<file path="config.mk">
export PLATFORM = sky130hd
export DESIGN_NAME = period_frequency_meter
export DESIGN_NICKNAME = d
export VERILOG_FILES = /design/src/rtl/core/pfm_pkg.sv /design/src/rtl/core/pfm_front.sv /design/src/rtl/core/pfm_queue.sv /design/src/rtl/core/pfm_back.sv /design/src/rtl/core/period_frequency_meter.sv
export SDC_FILE = /design/constraint.sdc
export NUM_CORES = 1
export LEC_CHECK = 0
export BUFFER_PORTS_ARGS = -buffer_cell sky130_fd_sc_hd__buf_2
export CAP_MARGIN = 30
export CELL_PAD_IN_SITES_DETAIL_PLACEMENT = 0
export CELL_PAD_IN_SITES_GLOBAL_PLACEMENT = 1
export CORE_MARGIN = 2
export CORE_UTILIZATION = 30
export CTS_BUF_LIST = sky130_fd_sc_hd__clkbuf_4 sky130_fd_sc_hd__clkbuf_8 sky130_fd_sc_hd__clkbuf_16
export DETAILED_ROUTE_END_ITERATION = 12
export GPL_ROUTABILITY_DRIVEN = 0
export PLACE_DENSITY = 0.6
export SLEW_MARGIN = 20
export SYNTH_ARGS = -nofsm -noshare
export SYNTH_HDL_FRONTEND = slang
export SYNTH_SLANG_ARGS = --single-unit
</file>
<file path="constraint.sdc">
create_clock -name clk -period 3.7 [get_ports clk]
set_clock_uncertainty 0.15 [all_clocks]
set_input_delay 0.37 -clock clk [delete_from_list [all_inputs] [get_ports clk]]
set_output_delay 0.37 -clock clk [all_outputs]
set_load 0.01 [all_outputs]
</file>
<file path="src/rtl/core/pfm_pkg.sv">
`timescale 1ns / 1ps
`default_nettype none

package pfm_pkg;

	// Field widths
	localparam int unsigned TICK_RATE_W = 20;
	localparam int unsigned FREQ_W      = 17;
	localparam int unsigned DIGIT_W     = 6;
	localparam int unsigned NUM_DIGITS  = 5;
	localparam int unsigned BCD_W       = 4 * NUM_DIGITS;

	// Default and reset values
	localparam int unsigned COUNT_BITS_DEFAULT = 16;
	localparam int unsigned DIGIT_COUNT        = 5;
	localparam logic [TICK_RATE_W-1:0] TICK_RATE_RESET = TICK_RATE_W'(250000);
	localparam logic [DIGIT_W-1:0] ASCII_ZERO = DIGIT_W'(48);

	// Queue between front and back
	localparam int unsigned QUEUE_DEPTH = 2;

	// Step counter for the divider and the binary to BCD converter
	localparam int unsigned STEP_W = $clog2(TICK_RATE_W);

	// Register map
	localparam int unsigned PADDR_W = 3;
	localparam logic [PADDR_W-1:0] REG_TICK_RATE_ADDR = PADDR_W'(0);

	// Largest value that the used number of decimal digits can show
	function automatic int unsigned freq_limit(input int unsigned digits);
		int unsigned d;
		int unsigned lim;
		d = digits;
		lim = 1;
		if (d < 1) begin
			d = 1;
		end
		if (d > NUM_DIGITS) begin
			d = NUM_DIGITS;
		end
		for (int unsigned i = 0; i < NUM_DIGITS; i++) begin
			if (i < d) begin
				lim = lim * 10;
			end
		end
		return lim - 1;
	endfunction

	localparam logic [TICK_RATE_W-1:0] FREQ_LIMIT = TICK_RATE_W'(freq_limit(DIGIT_COUNT));

	// Back end sequencer states
	typedef enum logic [2:0] {
		BK_IDLE,
		BK_DIV,
		BK_SAT,
		BK_CONV,
		BK_OUT
	} bk_state_t;

endpackage

`default_nettype wire

</file>
<file path="src/rtl/core/pfm_front.sv">
`timescale 1ns / 1ps
`default_nettype none

module pfm_front #(
	parameter int unsigned COUNT_BITS = 16
) (
	input  wire logic                clk,
	input  wire logic                arst_n,
	input  wire logic                tick,
	input  wire logic                pin_level,
	output logic                     push,
	output logic [COUNT_BITS-1:0]    push_count,
	output logic                     push_sat
);
	import pfm_pkg::*;

	localparam logic [COUNT_BITS-1:0] COUNT_MAX = {COUNT_BITS{1'b1}};

	logic                  prev_level_q;
	logic                  measuring_q;
	logic [COUNT_BITS-1:0] count_q;
	logic                  sat_q;

	logic                  rise;
	logic                  at_max;
	logic [COUNT_BITS-1:0] count_next;
	logic                  sat_next;

	// Detect the rising edge and advance the saturating period count
	always_comb begin
		rise       = !prev_level_q && pin_level;
		at_max     = (count_q == COUNT_MAX);
		count_next = at_max ? COUNT_MAX : count_q + COUNT_BITS'(1);
		sat_next   = sat_q || at_max;
		push       = tick && measuring_q && rise;
		push_count = count_next;
		push_sat   = sat_next;
	end

	// Track the measurement on every tick transaction
	always_ff @(posedge clk or negedge arst_n) begin
		if (!arst_n) begin
			prev_level_q <= 1'b1;
			measuring_q  <= 1'b0;
			count_q      <= '0;
			sat_q        <= 1'b0;
		end else if (tick) begin
			prev_level_q <= pin_level;
			if (measuring_q) begin
				count_q <= count_next;
				sat_q   <= sat_next;
				if (rise) begin
					measuring_q <= 1'b0;
				end
			end else if (rise) begin
				measuring_q <= 1'b1;
				count_q     <= '0;
				sat_q       <= 1'b0;
			end
		end
	end

endmodule

`default_nettype wire

</file>
<file path="src/rtl/core/pfm_queue.sv">
`timescale 1ns / 1ps
`default_nettype none

module pfm_queue #(
	parameter int unsigned WIDTH = 17,
	parameter int unsigned DEPTH = 2
) (
	input  wire logic             clk,
	input  wire logic             arst_n,
	input  wire logic             push,
	input  wire logic [WIDTH-1:0] push_data,
	input  wire logic             pop,
	output logic [WIDTH-1:0]      pop_data,
	output logic                  full,
	output logic                  empty
);
	import pfm_pkg::*;

	localparam int unsigned PTR_W = (DEPTH > 1) ? $clog2(DEPTH) : 1;
	localparam int unsigned CNT_W = $clog2(DEPTH + 1);

	logic [WIDTH-1:0] entry_q [DEPTH];
	logic [PTR_W-1:0] wr_ptr_q;
	logic [PTR_W-1:0] rd_ptr_q;
	logic [CNT_W-1:0] fill_q;

	assign full     = (fill_q == CNT_W'(DEPTH));
	assign empty    = (fill_q == '0);
	assign pop_data = entry_q[rd_ptr_q];

	// Hold entries
	always_ff @(posedge clk) begin
		if (push) begin
			entry_q[wr_ptr_q] <= push_data;
		end
	end

	// Advance pointers and fill level
	always_ff @(posedge clk or negedge arst_n) begin
		if (!arst_n) begin
			wr_ptr_q <= '0;
			rd_ptr_q <= '0;
			fill_q   <= '0;
		end else begin
			if (push) begin
				wr_ptr_q <= (wr_ptr_q == PTR_W'(DEPTH - 1)) ? '0 : wr_ptr_q + PTR_W'(1);
			end
			if (pop) begin
				rd_ptr_q <= (rd_ptr_q == PTR_W'(DEPTH - 1)) ? '0 : rd_ptr_q + PTR_W'(1);
			end
			if (push && !pop) begin
				fill_q <= fill_q + CNT_W'(1);
			end else if (pop && !push) begin
				fill_q <= fill_q - CNT_W'(1);
			end
		end
	end

endmodule

`default_nettype wire

</file>
<file path="src/rtl/core/pfm_back.sv">
`timescale 1ns / 1ps
`default_nettype none

module pfm_back #(
	parameter int unsigned COUNT_BITS = 16
) (
	input  wire logic                              clk,
	input  wire logic                              arst_n,
	input  wire logic [pfm_pkg::TICK_RATE_W-1:0]   tick_rate,
	input  wire logic                              q_empty,
	input  wire logic [COUNT_BITS-1:0]             q_count,
	input  wire logic                              q_sat,
	output logic                                   q_pop,
	output logic                                   res_valid,
	input  wire logic                              res_ready,
	output logic [pfm_pkg::FREQ_W-1:0]             res_freq,
	output logic [pfm_pkg::BCD_W-1:0]              res_bcd,
	output logic                                   res_over,
	output logic                                   res_slow
);
	import pfm_pkg::*;

	bk_state_t state_q;
	bk_state_t state_d;

	logic [COUNT_BITS-1:0]  divisor_q;
	logic [COUNT_BITS-1:0]  rem_q;
	logic [TICK_RATE_W-1:0] quo_q;
	logic                   zero_q;
	logic                   sat_q;
	logic                   over_q;
	logic [FREQ_W-1:0]      freq_q;
	logic [FREQ_W-1:0]      bin_q;
	logic [BCD_W-1:0]       bcd_q;
	logic [STEP_W-1:0]      step_q;

	logic [COUNT_BITS:0]    trial;
	logic [COUNT_BITS:0]    diff;
	logic                   fits;
	logic [BCD_W-1:0]       bcd_adj;
	logic                   div_last;
	logic                   conv_last;

	// One restoring division step
	always_comb begin
		trial = {rem_q, quo_q[TICK_RATE_W-1]};
		diff  = trial - {1'b0, divisor_q};
		fits  = (trial >= {1'b0, divisor_q});
	end

	// Add three to every BCD digit of five or more before the shift
	always_comb begin
		for (int i = 0; i < NUM_DIGITS; i++) begin
			bcd_adj[4*i +: 4] = (bcd_q[4*i +: 4] >= 4'd5) ?
				bcd_q[4*i +: 4] + 4'd3 : bcd_q[4*i +: 4];
		end
	end

	assign div_last  = (step_q == STEP_W'(TICK_RATE_W - 1));
	assign conv_last = (step_q == STEP_W'(FREQ_W - 1));

	// Hold the sequencer state
	always_ff @(posedge clk or negedge arst_n) begin
		if (!arst_n) begin
			state_q <= BK_IDLE;
		end else begin
			state_q <= state_d;
		end
	end

	// Select the next state and the handshake outputs
	always_comb begin
		state_d   = state_q;
		q_pop     = 1'b0;
		res_valid = 1'b0;
		case (state_q)
			BK_IDLE: begin
				if (!q_empty) begin
					q_pop   = 1'b1;
					state_d = BK_DIV;
				end
			end
			BK_DIV: begin
				if (div_last) begin
					state_d = BK_SAT;
				end
			end
			BK_SAT: begin
				state_d = BK_CONV;
			end
			BK_CONV: begin
				if (conv_last) begin
					state_d = BK_OUT;
				end
			end
			BK_OUT: begin
				res_valid = 1'b1;
				if (res_ready) begin
					state_d = BK_IDLE;
				end
			end
			default: begin
				state_d = BK_IDLE;
			end
		endcase
	end

	// Divide, saturate and convert to decimal
	always_ff @(posedge clk) begin
		case (state_q)
			BK_IDLE: begin
				divisor_q <= q_count;
				zero_q    <= (q_count == '0);
				sat_q     <= q_sat;
				rem_q     <= '0;
				quo_q     <= tick_rate;
				step_q    <= '0;
			end
			BK_DIV: begin
				rem_q  <= fits ? diff[COUNT_BITS-1:0] : trial[COUNT_BITS-1:0];
				quo_q  <= {quo_q[TICK_RATE_W-2:0], fits};
				step_q <= div_last ? '0 : step_q + STEP_W'(1);
			end
			BK_SAT: begin
				if (zero_q || (quo_q > FREQ_LIMIT)) begin
					freq_q <= FREQ_LIMIT[FREQ_W-1:0];
					bin_q  <= FREQ_LIMIT[FREQ_W-1:0];
					over_q <= 1'b1;
				end else begin
					freq_q <= quo_q[FREQ_W-1:0];
					bin_q  <= quo_q[FREQ_W-1:0];
					over_q <= 1'b0;
				end
				bcd_q <= '0;
			end
			BK_CONV: begin
				bcd_q  <= {bcd_adj[BCD_W-2:0], bin_q[FREQ_W-1]};
				bin_q  <= {bin_q[FREQ_W-2:0], 1'b0};
				step_q <= conv_last ? '0 : step_q + STEP_W'(1);
			end
			default: begin
			end
		endcase
	end

	assign res_freq = freq_q;
	assign res_bcd  = bcd_q;
	assign res_over = over_q;
	assign res_slow = sat_q;

endmodule

`default_nettype wire

</file>
<file path="src/rtl/core/period_frequency_meter.sv">
`timescale 1ns / 1ps
`default_nettype none

// Reciprocal frequency meter. Each slave transaction is one timer tick with the sampled
// pin level in s_tdata[0]; ticks are taken one per cycle while the two-entry result queue
// has room. A rising edge starts a period count, the next rising edge closes it and queues
// the count; the back end then divides tick_rate by it bit-serially, saturates and converts
// to BCD by shift-and-add-three; the result is held in an output register until taken.
// s_tready drops only when two closed measurements are still waiting. tick_rate is written
// at byte address 0 of the APB port and must only be changed while the meter is idle.
module period_frequency_meter #(
	parameter int unsigned COUNT_BITS = pfm_pkg::COUNT_BITS_DEFAULT
) (
	input  wire logic                        clk,
	input  wire logic                        arst_n,
	// APB configuration
	input  wire logic                        psel,
	input  wire logic                        penable,
	input  wire logic                        pwrite,
	input  wire logic [pfm_pkg::PADDR_W-1:0] paddr,
	input  wire logic [31:0]                 pwdata,
	output logic [31:0]                      prdata,
	output logic                             pready,
	// Tick stream
	input  wire logic                        s_tvalid,
	output logic                             s_tready,
	input  wire logic [7:0]                  s_tdata,   // [0] pin_level
	// Result stream
	output logic                             m_tvalid,
	input  wire logic                        m_tready,
	output logic [47:0]                      m_tdata,   // [16:0] frequency, [22:17] ten
	                                                    // thousands, [28:23] thousands,
	                                                    // [34:29] hundreds, [40:35] tens,
	                                                    // [46:41] ones digit (ASCII)
	output logic [1:0]                       m_tuser    // [0] over_range, [1] too_slow
);
	import pfm_pkg::*;

	logic [TICK_RATE_W-1:0] tick_rate_q;
	logic                   cfg_write;

	logic                   tick;
	logic                   push;
	logic [COUNT_BITS-1:0]  push_count;
	logic                   push_sat;
	logic                   pop;
	logic [COUNT_BITS:0]    pop_data;
	logic                   q_full;
	logic                   q_empty;

	logic [FREQ_W-1:0]      res_freq;
	logic [BCD_W-1:0]       res_bcd;
	logic                   res_over;
	logic                   res_slow;

	// Write and read the tick rate register
	assign pready    = 1'b1;
	assign cfg_write = psel && penable && pwrite && pready && (paddr == REG_TICK_RATE_ADDR);
	assign prdata    = (paddr == REG_TICK_RATE_ADDR) ? 32'(tick_rate_q) : '0;

	always_ff @(posedge clk or negedge arst_n) begin
		if (!arst_n) begin
			tick_rate_q <= TICK_RATE_RESET;
		end else if (cfg_write) begin
			tick_rate_q <= pwdata[TICK_RATE_W-1:0];
		end
	end

	// Accept ticks while the queue has room
	assign s_tready = !q_full;
	assign tick     = s_tvalid && s_tready;

	pfm_front #(
		.COUNT_BITS (COUNT_BITS)
	) u_front (
		.clk        (clk),
		.arst_n     (arst_n),
		.tick       (tick),
		.pin_level  (s_tdata[0]),
		.push       (push),
		.push_count (push_count),
		.push_sat   (push_sat)
	);

	pfm_queue #(
		.WIDTH (COUNT_BITS + 1),
		.DEPTH (QUEUE_DEPTH)
	) u_queue (
		.clk       (clk),
		.arst_n    (arst_n),
		.push      (push),
		.push_data ({push_sat, push_count}),
		.pop       (pop),
		.pop_data  (pop_data),
		.full      (q_full),
		.empty     (q_empty)
	);

	pfm_back #(
		.COUNT_BITS (COUNT_BITS)
	) u_back (
		.clk       (clk),
		.arst_n    (arst_n),
		.tick_rate (tick_rate_q),
		.q_empty   (q_empty),
		.q_count   (pop_data[COUNT_BITS-1:0]),
		.q_sat     (pop_data[COUNT_BITS]),
		.q_pop     (pop),
		.res_valid (m_tvalid),
		.res_ready (m_tready),
		.res_freq  (res_freq),
		.res_bcd   (res_bcd),
		.res_over  (res_over),
		.res_slow  (res_slow)
	);

	// Pack the result, most significant digit first after the frequency
	always_comb begin
		m_tdata = '0;
		m_tdata[FREQ_W-1:0] = res_freq;
		for (int i = 0; i < NUM_DIGITS; i++) begin
			m_tdata[FREQ_W + DIGIT_W*i +: DIGIT_W] =
				ASCII_ZERO + {2'b00, res_bcd[4*(NUM_DIGITS-1-i) +: 4]};
		end
		m_tuser = {res_slow, res_over};
	end

endmodule

`default_nettype wire

</file>
* Yosys cells after proc, flatten, opt, wreduce, memory -nomap -nowiden
Memory sizes are Yosys's and may differ from the RTL's.
Cells that the tools add are included.
** Word-level totals
- Memories kept :: 1
- Register bits after elaboration :: 160
- Memory bits (writable) :: 34
- Output and inout port bits :: 85
** Operators by class
- Muxes and demuxes :: 38
- Reductions and logical operators :: 26
- Add/sub/neg operators :: 17
- Equality and inequality tests :: 12
- Order comparisons :: 7
** Memory list
- u_queue.entry_q :: depth 2, bits a word 17, rd ports 1, clocked after memory_dff 0, wr ports 1, RTL line pfm_queue.sv:22 : logic [WIDTH-1:0] entry_q [DEPTH];
** Operators by type and width (number)
- one-hot mux 20 bit (2 select lines) :: 2
- two-way mux 16 bit :: 4
- one-hot mux 17 bit (2 select lines) :: 1
- one-hot mux 16 bit (2 select lines) :: 1
- adder 5 x 5 -> 6 bit (first input constant) :: 5
- greater-or-equal comparator 4 x 3 -> 1 bit (second input constant) :: 5
- greater-than comparator 20 x 17 -> 1 bit (second input constant) :: 1
- two-way mux 20 bit :: 1
- greater-or-equal comparator 17 x 16 -> 1 bit :: 1
- two-way mux 17 bit :: 1
- adder 16 x 1 -> 16 bit (second input constant) :: 1
- adder 4 x 2 -> 4 bit (second input constant) :: 4
- equality test 16 bit (second input constant) :: 1
- logical NOT 16 bit :: 1
- two-way mux 4 bit :: 4
- subtractor 16 bit :: 1
- two-way mux 3 bit :: 5
- one-hot mux 3 bit (5 select lines) :: 1
- one-hot mux 5 bit (3 select lines) :: 1
- two-way mux 1 bit :: 13
- equality test 5 bit (second input constant) :: 2
- two-way mux 5 bit :: 2
- logical AND 1 bit :: 9
- nonzero test 2 bit :: 4
- 19 further kinds :: 29

* Depth between registers and ports, before layout
- Depth after elaboration :: 9
- Gate-level depth with buffers :: 12

* Cells and area by module
A second synthesis with hierarchy kept.
** Second synthesis, totals
- Cells, all modules :: 840
- Area, all modules :: 9963.3 um^2
** By module, submodules not included
- pfm_back :: cells each 520, instances 1, sequential area each 3498.4 um^2, area each 5973.2 um^2
- pfm_queue :: cells each 69, instances 1, sequential area each 1121.1 um^2, area each 1463.9 um^2
- pfm_front :: cells each 155, instances 1, sequential area each 476.7 um^2, area each 1310.0 um^2
- period_frequency_meter :: cells each 96, instances 1, sequential area each 509.2 um^2, area each 1216.2 um^2

* Worst setup path after synthesis
Ideal clock, no wire load.
- Path kind :: register to register
- Start :: reg u_back.state_q[1]
- End :: reg u_queue.fill_q[1]
- Clock period less this slack :: 3.226 ns
- Data required time :: 3.471 ns
- Setup time :: 0.079 ns
- Arrival time :: 2.997 ns
- Path slack :: 0.474 ns
- Cell stages (with the launch flop) :: 8
- Cell sequence :: dfrtp_1 clkbuf_1 nor3_1 o21ai_0 ha_1 xor2_1 nor2_1 xor2_1
** On the way
- Longest elaborated chain between the ends :: 5
- Elaborated cells on any way between the ends :: 7
- Classes of those cells :: mux (2); reduce/logical (5)
** RTL lines
- from (decl) :: RTL line pfm_back.sv:23 : bk_state_t state_q;
- from (signal assigned) :: RTL line pfm_back.sv:67 : state_q <= state_d;
- logical NOT 3 bit (*) :: RTL line pfm_back.sv:76 : case (state_q)
- two-way mux 1 bit (*) :: RTL line pfm_back.sv:76
- logical NOT 1 bit :: RTL line pfm_queue.sv:51 : if (push && !pop) begin
- logical AND 1 bit :: RTL line pfm_queue.sv:51
- two-way mux 2 bit or nonzero test 2 bit (tied branches)
- to (signal assigned) :: RTL line pfm_queue.sv:52 : fill_q <= fill_q + CNT_W'(1);
- to (signal assigned) :: RTL line pfm_queue.sv:54 : fill_q <= fill_q - CNT_W'(1);
- to (decl) :: RTL line pfm_queue.sv:25 : logic [CNT_W-1:0] fill_q;
Mark *: on every way between the ends. The rest lies on a longest branch, timed or not.
A chain may end at the register's enable or synchronous reset.

* Worst setup path after layout
- Start :: reg u_back.quo_q[19]
- End :: reg u_back.rem_q[12], data pin
** On the way
- Longest elaborated chain between the ends :: 3
- Elaborated cells on any way between the ends :: 4
- Classes of those cells :: add/sub (1); order compare (1); mux (2)
** RTL lines
- from (decl) :: RTL line pfm_back.sv:28 : logic [TICK_RATE_W-1:0] quo_q;
- from (signal assigned) :: RTL line pfm_back.sv:116 : quo_q <= tick_rate;
- from (signal assigned) :: RTL line pfm_back.sv:121 : quo_q <= {quo_q[TICK_RATE_W-2:0], fits};
- subtractor 16 bit or greater-or-equal comparator 17 x 16 -> 1 bit (tied branches) :: RTL line pfm_back.sv:47, pfm_back.sv:48
- two-way mux 16 bit (*) :: RTL line pfm_back.sv:120 : rem_q <= fits ? diff[COUNT_BITS-1:0] : trial[COUNT_BITS-1:0];
- one-hot mux 16 bit (2 select lines) (*) :: RTL line pfm_back.sv:110 : case (state_q)
- to (signal assigned) :: RTL line pfm_back.sv:120
- to (decl) :: RTL line pfm_back.sv:27 : logic [COUNT_BITS-1:0] rem_q;
Marks and branches as above.

==> flow_summary.json <==
{
  "antenna_found_initial": 0,
  "postCtsSetupBuffers": 0,
  "globalRouteTotalUtil_pct": 12.4,
  "hold_violations": 0,
  "clock-sinks": 194,
  "boundaryPins": 135,
  "ir_drop_mv": 0.407,
  "fillerInstances": 3273,
  "drt-total-wl_um": 20400,
  "coreArea_mm2": 0.0323,
  "syn_area_mm2": 0.00975,
  "max_cap_viol_count": 0,
  "combPwrFrac_pct": 31.7,
  "cts_buffers": 17,
  "via_per_inst": 4.49,
  "ys_warn_count": 0,
  "grt_pass1_vias": 6148,
  "postPlaceCellArea_mm2": 0.0107,
  "timing.final.max_slew_violations": 0,
  "final_nets": 1028,
  "status": "finished, final reports clean",
  "root_buffer": "clkbuf_16",
  "synth_edf_count": 148,
  "arrival_ns": 2.94,
  "cts_tree": "done",
  "placed_cells": 1356,
  "clock_power_share_pct": 24.2,
  "leakage_nw": 4.71,
  "yosys.area.top_type": "edfxtp_1",
  "start_util_pct": 30.2,
  "dr.pass1.iters": 4,
  "yosys-top-cells-area": "edfxtp_1 (46%), dfrtp_1 (9.7%), mux2_2 (6.5%)",
  "placementRows": 66,
  "rrSetupSlack_ns": 0.81,
  "place_hpwl_um": 14700,
  "relSlewSlack_pct": 42.4,
  "drive_gt1_share_pct": 23.7,
  "post-route-period-util_pct": 78.2,
  "hp-start": "pwdata[16]",
  "clockBufferDepth": 2,
  "powerDensity_mw_per_mm2": 653,
  "power.switching_fraction_pct": 33.9,
  "final_cells": 1401,
  "area_growth_pct": 16.7,
  "path_clk_slew_ns": 0.07,
  "intPower_mw": 4.91,
  "worstReg2RegEnd": "u_back.rem_q[12]",
  "grt_max_degree": 29,
  "vias": 6290,
  "tns_ns": 0,
  "wire_per_inst_um": 14.6,
  "die_y_um": 184,
  "startpoint": "u_back.quo_q[19]",
  "cp.required_ns": 3.74,
  "setup_violations": 0,
  "regToRegStartpoint": "u_back.quo_q[19]",
  "crit_fanout": 3,
  "min_path_type": "primary input to flip-flop",
  "holdPathStages": 2,
  "die-area_mm2": 0.0340,
  "avgSynthCellArea_um2": 11.6,
  "synth.distinct_cells": 62,
  "p_seq_share_pct": 44.1,
  "final_antenna_net_count": 0,
  "stdcell_area_mm2": 0.0114,
  "p_switching_mw": 2.52,
  "die_w_um": 184,
  "synth_async_sr_flop_share_pct": 23.7,
  "remaining_drc_errors": 0,
  "cts_resized": 0,
  "synth-seq-cells": 194,
  "endpoint_kind": "flip-flop",
  "synthFlopType": "edfxtp_1",
  "synthCells": 842,
  "overflow": 0,
  "critPathKind": "flip-flop to flip-flop",
  "diodes": 0,
  "io_buffers": 91,
  "drt_iter0_markers": 381,
  "ys_seq_area_share_pct": 57.5,
  "grt_first_pass_wirelength_um": 32800,
  "p_total_mw": 7.43,
  "min_period_ns": 2.89,
  "reg2reg_depth": 11,
  "grt_setup_unrepaired": "no",
  "hold_path_end": "tick_rate_q[16]",
  "fin_util_pct": 35.2,
  "insertion_delay_ns": 0.44,
  "critPathLaunchType": "flip-flop",
  "h-tree-depth": 4,
  "synth_top_area_share_pct": 45.6,
  "worst_slew_pin_slew_ns": 0.862,
  "max_freq_mhz": 346
}
-- cell usage after synthesis, drive strengths merged, types with 2 or more instances --
cell and instances:
a211oi 6, a21o 7, a21oi 48, a31oi 9, and2 25, and3 16, and4 3, buf 39
clkbuf 21, conb 2, dfrtp 38, dfstp 8, edfxtp 148, ha 31, inv 38, mux2 56
mux2i 10, nand2 107, nand2b 20, nand3 20, nand4 7, nor2 61, nor2b 5, nor3 11
nor3b 2, nor4 10, o211ai 4, o21a 5, o21ai 24, o21bai 2, o22a 3, o22ai 5
o31ai 3, xnor2 21, xor2 15
-- kinds of logic after synthesis --
logic type      after synthesis  synth area share, %
xor+xnor                     36                 3.23
simple gates                289                 14.2
other cells                   2               0.0770
buf+inv                      98                 5.17
fa+ha+maj                    32                 4.18
mux                          66                 7.49
flops                       194                 57.5
compound gates              125                 8.15
-- cell type report --
class	count	area, um2	area share (%)
Sequential cell	194	5610	49.3
Multi-Input combinational cell	572	3770	33.1
Timing Repair Buffer	123	744	6.54
Tap cell	442	553	4.86
Clock buffer	18	433	3.80
Inverter	38	143	1.25
Clock inverter	14	130	1.14
-- layout by cell type (no fill, tap or decap), types with 5 or more instances in the layout --
master | Yosys | final
edfxtp_1 | 148 | 148
nand2_1 | 107 | 107
buf_2 | 8 | 91
nor2_1 | 58 | 57
mux2_2 | 56 | 56
a21oi_1 | 48 | 48
inv_1 | 38 | 38
dfrtp_1 | 38 | 38
ha_1 | 31 | 31
and2_1 | 24 | 24
conb_1 | 2 | 24
o21ai_0 | 22 | 22
xnor2_1 | 21 | 21
nand2b_1 | 20 | 20
nand3_1 | 20 | 20
clkbuf_16 | 0 | 17
buf_4 | 28 | 17
and3_1 | 16 | 16
xor2_1 | 15 | 15
dlygate4sd3_1 | 0 | 13
mux2i_1 | 10 | 10
nor3_1 | 10 | 8
nor4_1 | 9 | 8
dfstp_2 | 8 | 8
nand4_1 | 7 | 7
a21o_1 | 7 | 7
a31oi_1 | 8 | 7
o21a_1 | 5 | 5
o22ai_1 | 5 | 5
inv_6 | 0 | 5
-- per-layer routing --
layer  vias to the layer above  share of wire, %  routed length [um]  GRT usage, %
met5                         -                 0                   0             0
met4                         0               1.3                 261          3.39
met3                        16               3.5                 710          2.77
met2                       107                44                9060          19.2
met1                      3020                51               10400          17.3
li1                       3147                 -                   -             -
-- timing repair --
action                                  in CTS  in global routing
hold buffers                                13                  0
endpoints found under the hold margin       30                  0
endpoints found under the setup margin       0                  0
-- state kept, by name, indices dropped and copies added, names as in the netlist, 3 cells and up --
signal / count
u_back.res_bcd: 20
u_front.count_q: 16
u_back.quo_q: 20
u_back.res_freq: 17
u_back.bin_q: 17
u_back.rem_q: 16
u_back.divisor_q: 16
tick_rate_q: 20
u_back.step_q: 5
u_queue.entry_q: 34
u_back.state_q: 3
-- critical path, stage by stage (launching register included) --
cell and delay (ns):
edfxtp_1 0.41, inv_1 0.09, ha_1 0.22, inv_1 0.08
fa_1 0.48, a21oi_1 0.20, o211ai_1 0.14, a21oi_1 0.34
o21bai_1 0.10, a21oi_1 0.18, xor2_1 0.17, o22ai_1 0.09
-- how the worst max path moves through the flow --
stage                        end  slack, ns  cells past startpoint
6_report        u_back.rem_q[12]       0.81                     11
3_3_place_gp    u_back.rem_q[14]       0.78                     11
4_1_cts         u_back.rem_q[14]       0.81                     11
5_1_grt         u_back.rem_q[12]       0.61                     11
2_1_floorplan  u_queue.fill_q[1]       0.47                      7
3_5_place_dp    u_back.rem_q[14]       0.82                     11
-- power groups by stage --
stage,registers [mW],clock network [mW],logic (mW)
after detailed placement,3.33,0,2.37
after global placement,3.32,0,2.35
after CTS,3.29,1.85,2.40
after floorplan,3.17,0,1.90
after global routing,3.34,1.93,2.70
final,3.28,1.80,2.35
-- through the flow --
stage / setup slack (ns) / hold WS [ns]
floorplan: 0.474 / -0.0756
global placement: 0.784 / 0.203
detailed placement: 0.819 / 0.202
CTS: 0.806 / 0.00138
global route: 0.608 / 0.00121
finish: 0.806 / 0.0167
Power figures use the tool's default switching activity.
